### config.mk
export PLATFORM = sky130hd
export DESIGN_NAME = sync_length_deframer
export DESIGN_NICKNAME = d
export VERILOG_FILES = /design/src/rtl/sld_pkg.sv /design/src/rtl/sync_length_deframer.sv
export SDC_FILE = /design/constraint.sdc
export NUM_CORES = 1
export LEC_CHECK = 0
export CAP_MARGIN = 10
export CORE_UTILIZATION = 59
export CTS_CLUSTER_SIZE = 10
export DETAILED_ROUTE_END_ITERATION = 6
export DONT_BUFFER_PORTS = 1
export PLACE_DENSITY = 0.72
export SLEW_MARGIN = 0
export SYNTH_ARGS = -nofsm -noshare
export SYNTH_HDL_FRONTEND = slang
export SYNTH_SLANG_ARGS = --single-unit
### constraint.sdc
create_clock -name clk -period 7.34 [get_ports clk]
set_clock_uncertainty 0.05 [all_clocks]
set_input_delay 1.101 -clock clk [delete_from_list [all_inputs] [get_ports clk]]
set_output_delay 1.101 -clock clk [all_outputs]
set_load 0.1 [all_outputs]
### src/rtl/sld_pkg.sv
// Shared types and codes for the sync/length-prefixed byte deframer.
package sld_pkg;

  // Event codes carried on the result channel
  localparam logic [2:0] EV_NONE     = 3'd0;
  localparam logic [2:0] EV_BYTE     = 3'd1;
  localparam logic [2:0] EV_LAST     = 3'd2;
  localparam logic [2:0] EV_EMPTY    = 3'd3;
  localparam logic [2:0] EV_OVERSIZE = 3'd4;

  // Command codes
  localparam logic CMD_RX    = 1'b0;
  localparam logic CMD_RESET = 1'b1;

  // Configuration register indexes
  localparam logic [1:0] REG_SYNC_FIRST    = 2'd0;
  localparam logic [1:0] REG_SYNC_SECOND   = 2'd1;
  localparam logic [1:0] REG_PAYLOAD_LIMIT = 2'd2;

  localparam logic [15:0] PAYLOAD_LIMIT_RST = 16'd1024;

  // One result beat
  typedef struct packed {
    logic [2:0]  event_res;
    logic [7:0]  frame_type;
    logic [15:0] frame_length;
    logic [7:0]  data_byte;
    logic [15:0] byte_offset;
    logic        busy_res;
  } res_t;

endpackage

### src/rtl/sync_length_deframer.sv
// An accepted beat's result is registered at out_, or in the skid if out_ is stalled.
// Throughput: one byte per cycle while in_stall is low; frame state updates at accept.
// An output register plus a one-entry skid stage decouple the sides: in_stall is the
// skid-full flag, so input keeps flowing while one result waits on a stalled output.
// Reset (rst_n low, synchronous): hunting first sync, all latches zero, registers at
// defaults (sync bytes 0, payload limit 1024), output and skid empty.
module sync_length_deframer
  import sld_pkg::*;
(
  input  logic        clk,
  input  logic        rst_n,
  // input channel
  input  logic        in_valid,
  output logic        in_stall,
  input  logic        in_command,
  input  logic [7:0]  in_rx_byte,
  // result channel
  output logic        out_valid,
  input  logic        out_stall,
  output logic [2:0]  out_event_res,
  output logic [7:0]  out_frame_type,
  output logic [15:0] out_frame_length,
  output logic [7:0]  out_data_byte,
  output logic [15:0] out_byte_offset,
  output logic        out_busy_res,
  // configuration write channel
  input  logic        cfg_valid,
  output logic        cfg_ready,
  input  logic [1:0]  cfg_index,
  input  logic [15:0] cfg_wdata
);

  // Frame phase; the unused code falls into the discard arm.
  typedef enum logic [2:0] {
    PH_HUNT1   = 3'd0,
    PH_HUNT2   = 3'd1,
    PH_TYPE    = 3'd2,
    PH_LEN_LO  = 3'd3,
    PH_LEN_HI  = 3'd4,
    PH_PAYLOAD = 3'd5,
    PH_DISCARD = 3'd6
  } phase_t;

  logic [7:0]  sync_first_r;
  logic [7:0]  sync_second_r;
  logic [15:0] payload_limit_r;

  phase_t      phase_r, phase_nxt;
  logic [7:0]  kind_r, kind_nxt;
  logic [15:0] length_r, length_nxt;
  logic [15:0] count_r, count_nxt;
  logic [15:0] discard_r, discard_nxt;

  res_t        res_nxt;
  res_t        out_r;
  res_t        skid_r;
  logic        out_valid_r;
  logic        skid_valid_r;

  logic        in_accept;
  logic        out_take;
  logic [15:0] len_full;
  logic [15:0] count_inc;
  logic [15:0] discard_dec;

  assign cfg_ready = 1'b1;
  assign in_stall  = skid_valid_r;
  assign in_accept = in_valid && !skid_valid_r;
  assign out_take  = out_valid_r && !out_stall;

  assign len_full    = {in_rx_byte, length_r[7:0]};
  assign count_inc   = count_r + 16'd1;
  assign discard_dec = (discard_r != 16'd0) ? (discard_r - 16'd1) : 16'd0;

  // Next frame state and the result for the beat being offered
  always_comb begin
    phase_nxt   = phase_r;
    kind_nxt    = kind_r;
    length_nxt  = length_r;
    count_nxt   = count_r;
    discard_nxt = discard_r;
    res_nxt     = '0;
    res_nxt.event_res = EV_NONE;

    if (in_command == CMD_RESET) begin
      phase_nxt   = PH_HUNT1;
      length_nxt  = '0;
      count_nxt   = '0;
      discard_nxt = '0;
    end else begin
      case (phase_r)
        PH_HUNT1: begin
          if (in_rx_byte == sync_first_r) phase_nxt = PH_HUNT2;
        end
        PH_HUNT2: begin
          // a repeated first sync byte keeps the partial match
          if (in_rx_byte == sync_second_r)     phase_nxt = PH_TYPE;
          else if (in_rx_byte == sync_first_r) phase_nxt = PH_HUNT2;
          else                                 phase_nxt = PH_HUNT1;
        end
        PH_TYPE: begin
          kind_nxt  = in_rx_byte;
          phase_nxt = PH_LEN_LO;
        end
        PH_LEN_LO: begin
          length_nxt = {8'd0, in_rx_byte};
          phase_nxt  = PH_LEN_HI;
        end
        PH_LEN_HI: begin
          length_nxt = len_full;
          count_nxt  = '0;
          if (len_full > payload_limit_r) begin
            discard_nxt = len_full;
            phase_nxt   = PH_DISCARD;
          end else if (len_full == 16'd0) begin
            phase_nxt         = PH_HUNT1;
            res_nxt.event_res = EV_EMPTY;
          end else begin
            phase_nxt = PH_PAYLOAD;
          end
        end
        PH_PAYLOAD: begin
          res_nxt.data_byte   = in_rx_byte;
          res_nxt.byte_offset = count_r;
          count_nxt           = count_inc;
          if (count_inc == length_r) begin
            phase_nxt         = PH_HUNT1;
            res_nxt.event_res = EV_LAST;
          end else begin
            res_nxt.event_res = EV_BYTE;
          end
        end
        default: begin
          // discard, also the unused phase code
          discard_nxt = discard_dec;
          if (discard_dec == 16'd0) begin
            phase_nxt         = PH_HUNT1;
            res_nxt.event_res = EV_OVERSIZE;
          end
        end
      endcase
    end

    res_nxt.frame_type   = kind_nxt;
    res_nxt.frame_length = length_nxt;
    res_nxt.busy_res     = (phase_nxt != PH_HUNT1);
  end

  always_ff @(posedge clk) begin
    if (!rst_n) begin
      sync_first_r    <= '0;
      sync_second_r   <= '0;
      payload_limit_r <= PAYLOAD_LIMIT_RST;
      phase_r         <= PH_HUNT1;
      kind_r          <= '0;
      length_r        <= '0;
      count_r         <= '0;
      discard_r       <= '0;
      out_valid_r     <= 1'b0;
      skid_valid_r    <= 1'b0;
    end else begin
      if (cfg_valid && cfg_ready) begin
        case (cfg_index)
          REG_SYNC_FIRST:    sync_first_r    <= cfg_wdata[7:0];
          REG_SYNC_SECOND:   sync_second_r   <= cfg_wdata[7:0];
          REG_PAYLOAD_LIMIT: payload_limit_r <= cfg_wdata;
          default: ;
        endcase
      end

      if (in_accept) begin
        phase_r   <= phase_nxt;
        kind_r    <= kind_nxt;
        length_r  <= length_nxt;
        count_r   <= count_nxt;
        discard_r <= discard_nxt;
      end

      // output register with one-entry skid behind it
      if (skid_valid_r) begin
        if (out_take) begin
          out_r        <= skid_r;
          skid_valid_r <= 1'b0;
        end
      end else if (in_accept) begin
        if (!out_valid_r || out_take) begin
          out_r       <= res_nxt;
          out_valid_r <= 1'b1;
        end else begin
          skid_r       <= res_nxt;
          skid_valid_r <= 1'b1;
        end
      end else if (out_take) begin
        out_valid_r <= 1'b0;
      end
    end
  end

  assign out_valid        = out_valid_r;
  assign out_event_res    = out_r.event_res;
  assign out_frame_type   = out_r.frame_type;
  assign out_frame_length = out_r.frame_length;
  assign out_data_byte    = out_r.data_byte;
  assign out_byte_offset  = out_r.byte_offset;
  assign out_busy_res     = out_r.busy_res;

  // skid only fills behind a held output beat
  a_skid_behind_out: assert property (@(posedge clk) disable iff (!rst_n)
    skid_valid_r |-> out_valid_r)
    else $error("skid holds a beat while output register is empty");

  // a stalled result beat is never dropped
  a_out_held: assert property (@(posedge clk) disable iff (!rst_n)
    (out_valid_r && out_stall) |=> out_valid_r)
    else $error("stalled result beat lost");

  // in payload the length is non-zero and the count has not yet reached it
  a_payload_count: assert property (@(posedge clk) disable iff (!rst_n)
    (phase_r == PH_PAYLOAD) |-> (length_r != 16'd0 && count_r < length_r))
    else $error("payload count out of range");

  // a reset command returns to sync hunt
  a_cmd_reset: assert property (@(posedge clk) disable iff (!rst_n)
    (in_accept && in_command == CMD_RESET) |=> (phase_r == PH_HUNT1 && length_r == 16'd0))
    else $error("reset command did not restart the hunt");

endmodule

==> out/metrics.yaml <==
sta:
  min_period_over_period_pct: 47.65
  fmaxAchievable_mhz: 285.9
  grt_setup_unrepaired: "no"
  period_minus_slack_ns: 3.497
  drv_slew: 0
  finalSetupTns_ns: 0
  final-setup-viol-count: 0
  slew_headroom_pct: 27.68
  worst_pin_slew_ns: 1.076
  finalHoldViolCount: 0
setup_path:
  worst_ep_required_time_ns: 7.67
  r2r_start: "length_r[6]"
  path_cells: "ha_1 > nand3_1 > nor4_1 > a21boi_1 > or4_1 > a31oi_1 > nor2b_1 > o21ai_1 > a32o_1"
  startpoint_type: "flip-flop"
  crit_cells: 9
  r2r_end: "discard_r[7]"
  worst-path-max-fanout: 12
  arrival_ns: 3.83
  critPathSlowestCell: "dfxtp_1"
  slowest_delay_ns: 0.74
  critPathBufInv: 0
  path_delay_family: "compound AO/OA/AOI/OAI gates"
  path_class: "flip-flop to flip-flop"
  regToRegSetupSlack_ns: 3.84
  critPathCaptureType: "flip-flop"
  reg2regPathDepth: 9
global_route:
  grt_use_total_pct: 30.42
  grt_first_pass_wirelength_um: 38370
  overflow: 0
  grt_start_max_net_pins: 79
  grt_pass1_vias: 6767
  antenna_found_initial: 0
drt:
  viasPerCell: 6.299
  wire_per_inst_um: 21.68
  drt-initial-drc-count: 771
  post-route-drc-count: 0
  ant_nets: 0
  vias: 7174
  dr.pass1.iters: 5
  routed_wl_um: 24690
power_and_ir_drop:
  pwr-share-seq_pct: 55.1
  p_leak_nw: 3.845
  swShare_pct: 28.36
  peakVddDrop_mv: 0.1830
  p_comb_share_pct: 4.4
  power.switching_mw: 0.6684
  power_density_mw_per_mm2: 227.0
  p_clk_share_pct: 40.5
  p_int_mw: 1.688
placement:
  io_buffers: 0
  postPlaceCellArea_sq_mm: 0.009764
  dpl.hpwl_um: 17290
  routabilityCongestion: 0.9393
floorplanning:
  die_height_um: 130.0
  coreArea_sq_mm: 0.01594
  die_width_um: 130.0
  initial_core_util_pct: 60.66
  floorplan.rows: 46
  dieArea_sq_mm: 0.01691
  pin_count: 87
layout:
  final_util_pct: 65.12
  nets: 961
  syn2layout_area_growth_pct: 7.349
  seqCellArea_sq_mm: 0.004989
  n_antenna_cell: 0
  num-fill-cells: 1282
  drive_gt1_share_pct: 12.68
  final_area_sq_mm: 0.01038
  layout_common_cells: "121 x nand2_1, 104 x edfxtp_1, 92 x dfxtp_1, 76 x a21oi_1, 72 x nor2_1"
  multi_input_area_sq_mm: 0.004333
  final_common_cell: "nand2_1"
clock_network:
  cts_buffer_depth: 2
  cts-buffers-inserted: 17
  tritoncts: "built"
  post-cts-setup-buffers: 0
  clk_pin_slew_worst_paths_ns: 0.08
  worstSkewPairLatency_ns: 0.44
  cts_htree_levels: 4
  cts_sinks: 197
  cts_resized: 0
  holdBufCountCts: 0
  root_buffer: "clkbuf_16"
yosys:
  yosysSeqAreaShare_pct: 51.55
  synth_top_flop_cell: "edfxtp_1"
  synth.distinct_cells: 71
  synth_area_per_cell_sq_um: 10.16
  synth_edf_count: 104
  syn_area_sq_mm: 0.009671
  yosys_warnings: 0
  synth-async-reset-ratio_pct: 0
  synthCells: 952
  syn_nets: 1003
  ys_ff_latch: 197
min_path:
  hp-class: "flip-flop to flip-flop"
  hold_end: "payload_limit_r[6]"
  holdCritStartpoint: "payload_limit_r[6]"
  holdPathStages: 2
outcome:
  status: "complete, no violations"
run:
  drv_cap: 0
[power by group through the flow]
stage / logic, mW / registers [mW] / clock network (mW)
final: 0.103 / 1.30 / 0.955
after global routing: 0.112 / 1.30 / 1.02
after CTS: 0.103 / 1.30 / 0.963
after detailed placement: 0.102 / 1.33 / 0
after global placement: 0.0986 / 1.32 / 0
after floorplan: 0.0907 / 1.31 / 0
[per-stage QoR]
step / power, mW / setup slack (ns) / cells / hold WS, ns
detailed placement: 1.427 / 3.528 / 1107 / 0.3970
floorplan: 1.406 / 2.522 / 952 / 0.3863
CTS: 2.366 / 3.941 / 1139 / 0.4075
global route: 2.431 / 3.670 / 1139 / 0.4221
finish: 2.357 / 3.843 / 1139 / 0.4063
global placement: 1.423 / 3.618 / 1107 / 0.3950
[cells in the mapped netlist (all sizes together), types with 5 or more instances]
cell type  count  area share, %
nor4          17            1.2
nand2        121            4.7
a21oi         76            3.9
nor3          28            1.6
edfxtp       104             32
and3          25            1.6
ha            19            2.5
clkbuf        53            2.1
nand4         10           0.65
mux2          51            5.9
o21ai         29            1.5
xor2          22            2.0
nor2b          7           0.45
nor2          75            2.9
xnor2         26            2.4
dfxtp         93             19
buf           18           0.85
a32o          12            1.2
mux2i         26            2.7
inv           25           0.97
nand3b         6           0.47
a31oi          5           0.32
o31ai         11           0.85
nand2b         6           0.39
nand3         14           0.91
or2            5           0.32
o211ai         7           0.65
[sequential cells by signal, summed over array words and instances (netlist names), 16 cells and up]
register          flops
count_r              16
discard_r            16
length_r             16
out_byte_offset      16
out_frame_length     16
payload_limit_r      16
skid_r               52
[routing by layer]
metal	up-vias	track usage, %	routed length, um
li1	3341	-	-
met1	3477	40.47	10430
met2	308	49.19	11890
met3	48	5.781	1735
met4	0	11.63	639
met5	-	0	0
[cell families after synthesis]
family / after synthesis / share of synthesized area [%]
muxes: 77 / 8.669
AOI/OAI and AO/OA: 175 / 11.88
other: 1 / 0.03878
and+or+nand+nor: 338 / 17.14
adders and majority gates: 19 / 2.458
buffers and inverters: 97 / 3.920
xor gates and xnor gates: 48 / 4.347
DFF: 197 / 51.55
[worst max path at each step]
stage / startpoint / end / slack (ns)
after floorplan: in_valid / out_busy_res / 2.52
after global placement: in_rx_byte[7] / discard_r[1] / 3.62
after detailed placement: in_rx_byte[7] / discard_r[7] / 3.53
after CTS: length_r[6] / discard_r[7] / 3.94
after global routing: count_r[0] / out_busy_res / 3.67
final: length_r[6] / discard_r[7] / 3.84
[tightest hold or removal path, cell delays in order, from the launching register on]
cell	delay, ns
dfxtp_1	0.31
nand2_1	0.05
a21oi_1	0.05
[layout make-up]
| class | count | share of cell area (%) |
|---|---|---|
| Clock inverter | 15 | 1.844 |
| Sequential cell | 197 | 48.05 |
| Tap cell | 216 | 2.603 |
| Timing Repair Buffer | 10 | 0.7232 |
| Clock buffer | 17 | 4.098 |
| Inverter | 26 | 0.9401 |
| Multi-Input combinational cell | 658 | 41.74 |
Power figures use the tool's default switching activity.
